[src/hdl/pcbs_ram.sv]
// Generic single-write, single-read RAM with registered read data.
`timescale 1ns / 1ps
module pcbs_ram #(
  parameter int unsigned WIDTH = 8,
  parameter int unsigned DEPTH = 64
) (
  input  logic                     clk,
  input  logic                     we,
  input  logic [$clog2(DEPTH)-1:0] waddr,
  input  logic [WIDTH-1:0]         wdata,
  input  logic [$clog2(DEPTH)-1:0] raddr,
  output logic [WIDTH-1:0]         rdata
);

  logic [WIDTH-1:0] mem [DEPTH];

  always_ff @(posedge clk) begin
    if (we) mem[waddr] <= wdata;
    rdata <= mem[raddr];
  end

endmodule

[config.mk]
export PLATFORM = sky130hd
export DESIGN_NAME = pcbs_ram
export DESIGN_NICKNAME = d
export VERILOG_FILES = /design/src/hdl/pcbs_ram.sv
export SDC_FILE = /design/constraint.sdc
export NUM_CORES = 1
export LEC_CHECK = 0
export BUFFER_PORTS_ARGS = -buffer_cell sky130_fd_sc_hd__buf_2
export CORE_MARGIN = 1
export CORE_UTILIZATION = 47
export CTS_CLUSTER_SIZE = 14
export DETAILED_ROUTE_END_ITERATION = 8
export PLACE_DENSITY = 0.72
export SLEW_MARGIN = 25
export SYNTH_ARGS = -nofsm -noshare
export SYNTH_HDL_FRONTEND = slang
export SYNTH_SLANG_ARGS = --single-unit
export TNS_END_PERCENT = 30
[constraint.sdc]
create_clock -name clk -period 2 [get_ports clk]
set_input_delay 0.2 -clock clk [delete_from_list [all_inputs] [get_ports clk]]
set_output_delay 0.2 -clock clk [all_outputs]
set_load 0.01 [all_outputs]
==> impl_results.md <==
- Status: finished, final reports clean
- Clk sinks: 520
- Drt wl/cell: 26.5 um
- Synth area leaders: edfxtp_1, mux4_2, nor2_1, mux2i_1, dfxtp_1
- Final non-filler cell total: 1715
- Origin of the worst setup path: mem[7][7]
- Cell area after synthesis: 20200 um^2
- Power Dens Cells: 960 nW/um^2
- TritonCTS clock tree: done
- Initial antenna violation count: 2
- Die Wd: 209 um
- Largest net degree at the start of global routing: 65
- Wl on met1: 18300 um
- Final period util: 96.2%
- Top-area cell type share of the netlist area: 76.2%
- Fin. Hold Viols: 0
- RR Endpoint: rdata[7]
- Worst path required time: 2.46 ns
- Area Growth Syn to Fin: 17.9%
- Hpwl dp: 28700 um
- Max Fclk: 520 MHz
- Post-CTS Setup Bufs: 0
- Clock Path Buffers: 3
- Final setup fails: 0
- Top Metal Used: met4
- Worst-Margin Slew: 0.719 ns
- Kind of end point of the critical path: register
- I/O Buffers: 29
- End of the critical path: rdata[7]
- Synthesized flop and latch total: 520
- Vias in the first global route: 10500
- Critical path launch point type: register
- FF-to-FF path depth: 5
- Yosys top cell by area: edfxtp_1
- Total CTS buffers: 51
- Main flop type after synthesis: edfxtp_1
- Most numerous cell in the Yosys netlist: edfxtp_1
- Critical Path AT: 2.38 ns
- Root buf cell: clkbuf_16
- Synth cell count leaders: edfxtp_1, mux4_2, nor2_1
- Core footprint: 42100 um^2
- Clock Latency Late Sink: 0.58 ns
- Logic pwr share: 5.5%
- Vias per inst: 5.97
- Layout Skew: 0.0213 ns
- Placed Instances: 1619
- FF-to-FF setup slack: 0.08 ns
- Layout cells sized above 1: 34.8%
- Post-CTS Hold Fix Bufs: 0
- # H-tree levels: 2
- Total GRT Usage: 21.3%
- Clock power share: 41.4%
- Row count: 75
- Met3 WL: 3800 um
- CTS clk-pin slew, worst paths: 0.06 ns
- Seq pwr share: 53.0%
- Max_cap viols: 0
- Chip height: 209 um
- Synth warnings: 0
- Syn_nets: 962
- Hold Crit Class: in -> reg
- Initial drt markers: 1156
- Post-synth cell types: 40
- Number of enable flip-flop cells after synthesis: 512
- DIE AREA: 43700 um^2
- Internal power: 18.2 mW
- I/O pin total: 30
- Vias: 10200
- Pre-Repair DR Iteration Count: 5
- Layout Utilization: 56.4%
- Routed WL: 45500 um
- Final Slew Violations: 0
- DRC viols: 0
- Crit path kind: reg -> reg
- Leak Pwr: 7.77 nW
- GPL Wtd Cong: 0.878
- CP max FO: 1
- Syn Area/Cell: 21.5 um^2
- Net Sw Power: 4.66 mW
- Final Net Count: 1155
- Initial cell density of the core: 47.9%
- First-pass GRT wire length: 67900 um
- Unrepaired setup endpoints after global routing: false
- Register area share after synthesis: 77.0%
- Post-Synthesis Cells: 940
- GRT Residual Overflow: 0
- Number of routed nets with antenna violations: 0
- Maximum vdd drop: 0.714 mV
- Worst slew margin: 52.1%
- Post-layout min period: 1.92 ns
- WL met2: 22100 um
- Sw frac: 20.4%
- Worst reg2reg path startpoint: mem[7][7]
- Async SR Flop Fraction: 0%
==> how the worst min path moves through the flow <==
stage / startpoint / to / slack, ns / cells after the start
after floorplan: wdata[0] / mem[0][0] / 0.30 / 0
after global placement: rdata[7] / rdata[7] / 0.60 / 1
after detailed placement: rdata[7] / rdata[7] / 0.60 / 1
after CTS: raddr[5] / rdata[6] / 0.07 / 3
after global routing: raddr[5] / rdata[1] / 0.10 / 3
final: raddr[5] / rdata[6] / 0.11 / 3
==> sequential cells by signal, summed over array words and instances, names as in the netlist <==
name   count
rdata      8
mem      512
==> layout make-up <==
class / instances / area, um^2
Antenna cell: 3 / 7.51
Clock buffer: 73 / 1420
Clock inverter: 20 / 234
Fill cell: 3043 / 18400
Multi-Input combinational cell: 369 / 4350
Sequential cell: 520 / 15500
Tap cell: 539 / 674
Timing Repair Buffer: 191 / 1550
==> per-stage QoR <==
stage	TNS, ns	power (mW)	hold slack (ns)	setup slack [ns]	cell area (um^2)
2_1_floorplan	0	13.0	0.299	0.132	20200
3_3_place_gp	-2.77	13.6	0.603	-0.677	22100
3_5_place_dp	-2.88	13.6	0.602	-0.705	22100
4_1_cts	0	23.0	0.0731	0.0222	23800
5_1_grt	0	23.4	0.103	0.0312	23800
6_report	0	22.8	0.110	0.0765	23800
==> cell usage in the layout, fill, tap and decap left out, drive strengths merged, types with 4 or more instances in the layout <==
| cell | n |
|---|---|
| mux2i | 23 |
| nand3 | 13 |
| nand2b | 7 |
| nand2 | 19 |
| bufinv | 5 |
| mux4 | 126 |
| o221ai | 8 |
| edfxtp | 512 |
| clkinv | 13 |
| dfxtp | 8 |
| a221oi | 6 |
| nor2b | 14 |
| nor3 | 7 |
| buf | 190 |
| mux2 | 13 |
| nor2 | 83 |
| o21ai | 4 |
| o22ai | 8 |
| a211oi | 4 |
| clkbuf | 74 |
==> logic make-up after synthesis <==
group / count (synthesis) / share of synthesized area (%)
DFF: 520 / 77.0
AOI/OAI and AO/OA: 54 / 2.07
buffers and inverters: 51 / 1.57
and+or+nand+nor: 153 / 3.39
muxes: 162 / 15.9
==> power by group through the flow <==
stage	logic [mW]	registers [mW]	clock network [mW]
after floorplan	0.643	12.3	0
after global placement	1.23	12.3	0
after detailed placement	1.25	12.3	0
after CTS	1.26	12.1	9.60
after global routing	1.34	12.1	10.0
final	1.26	12.1	9.46
==> worst max-delay path, stage by stage, from the launching register on <==
cell and delay [ns]:
edfxtp_1 0.36, mux4_2 0.48, mux2_2 0.32, o311ai_2 0.42, buf_4 0.19, nand2_1 0.04
==> per-layer routing <==
layer	global-route usage, %	up-vias
li1	-	4317
met1	29.3	5369
met2	34.3	463
met3	4.63	86
met4	6.90	0
met5	0	-
==> what timing repair did <==
item                                    4_1_cts  5_1_grt
resized for setup                             4        5
endpoints found under the setup margin        3        4
endpoints found under the hold margin         0        0
pin swaps                                     0        1
Power figures use the tool's default switching activity.
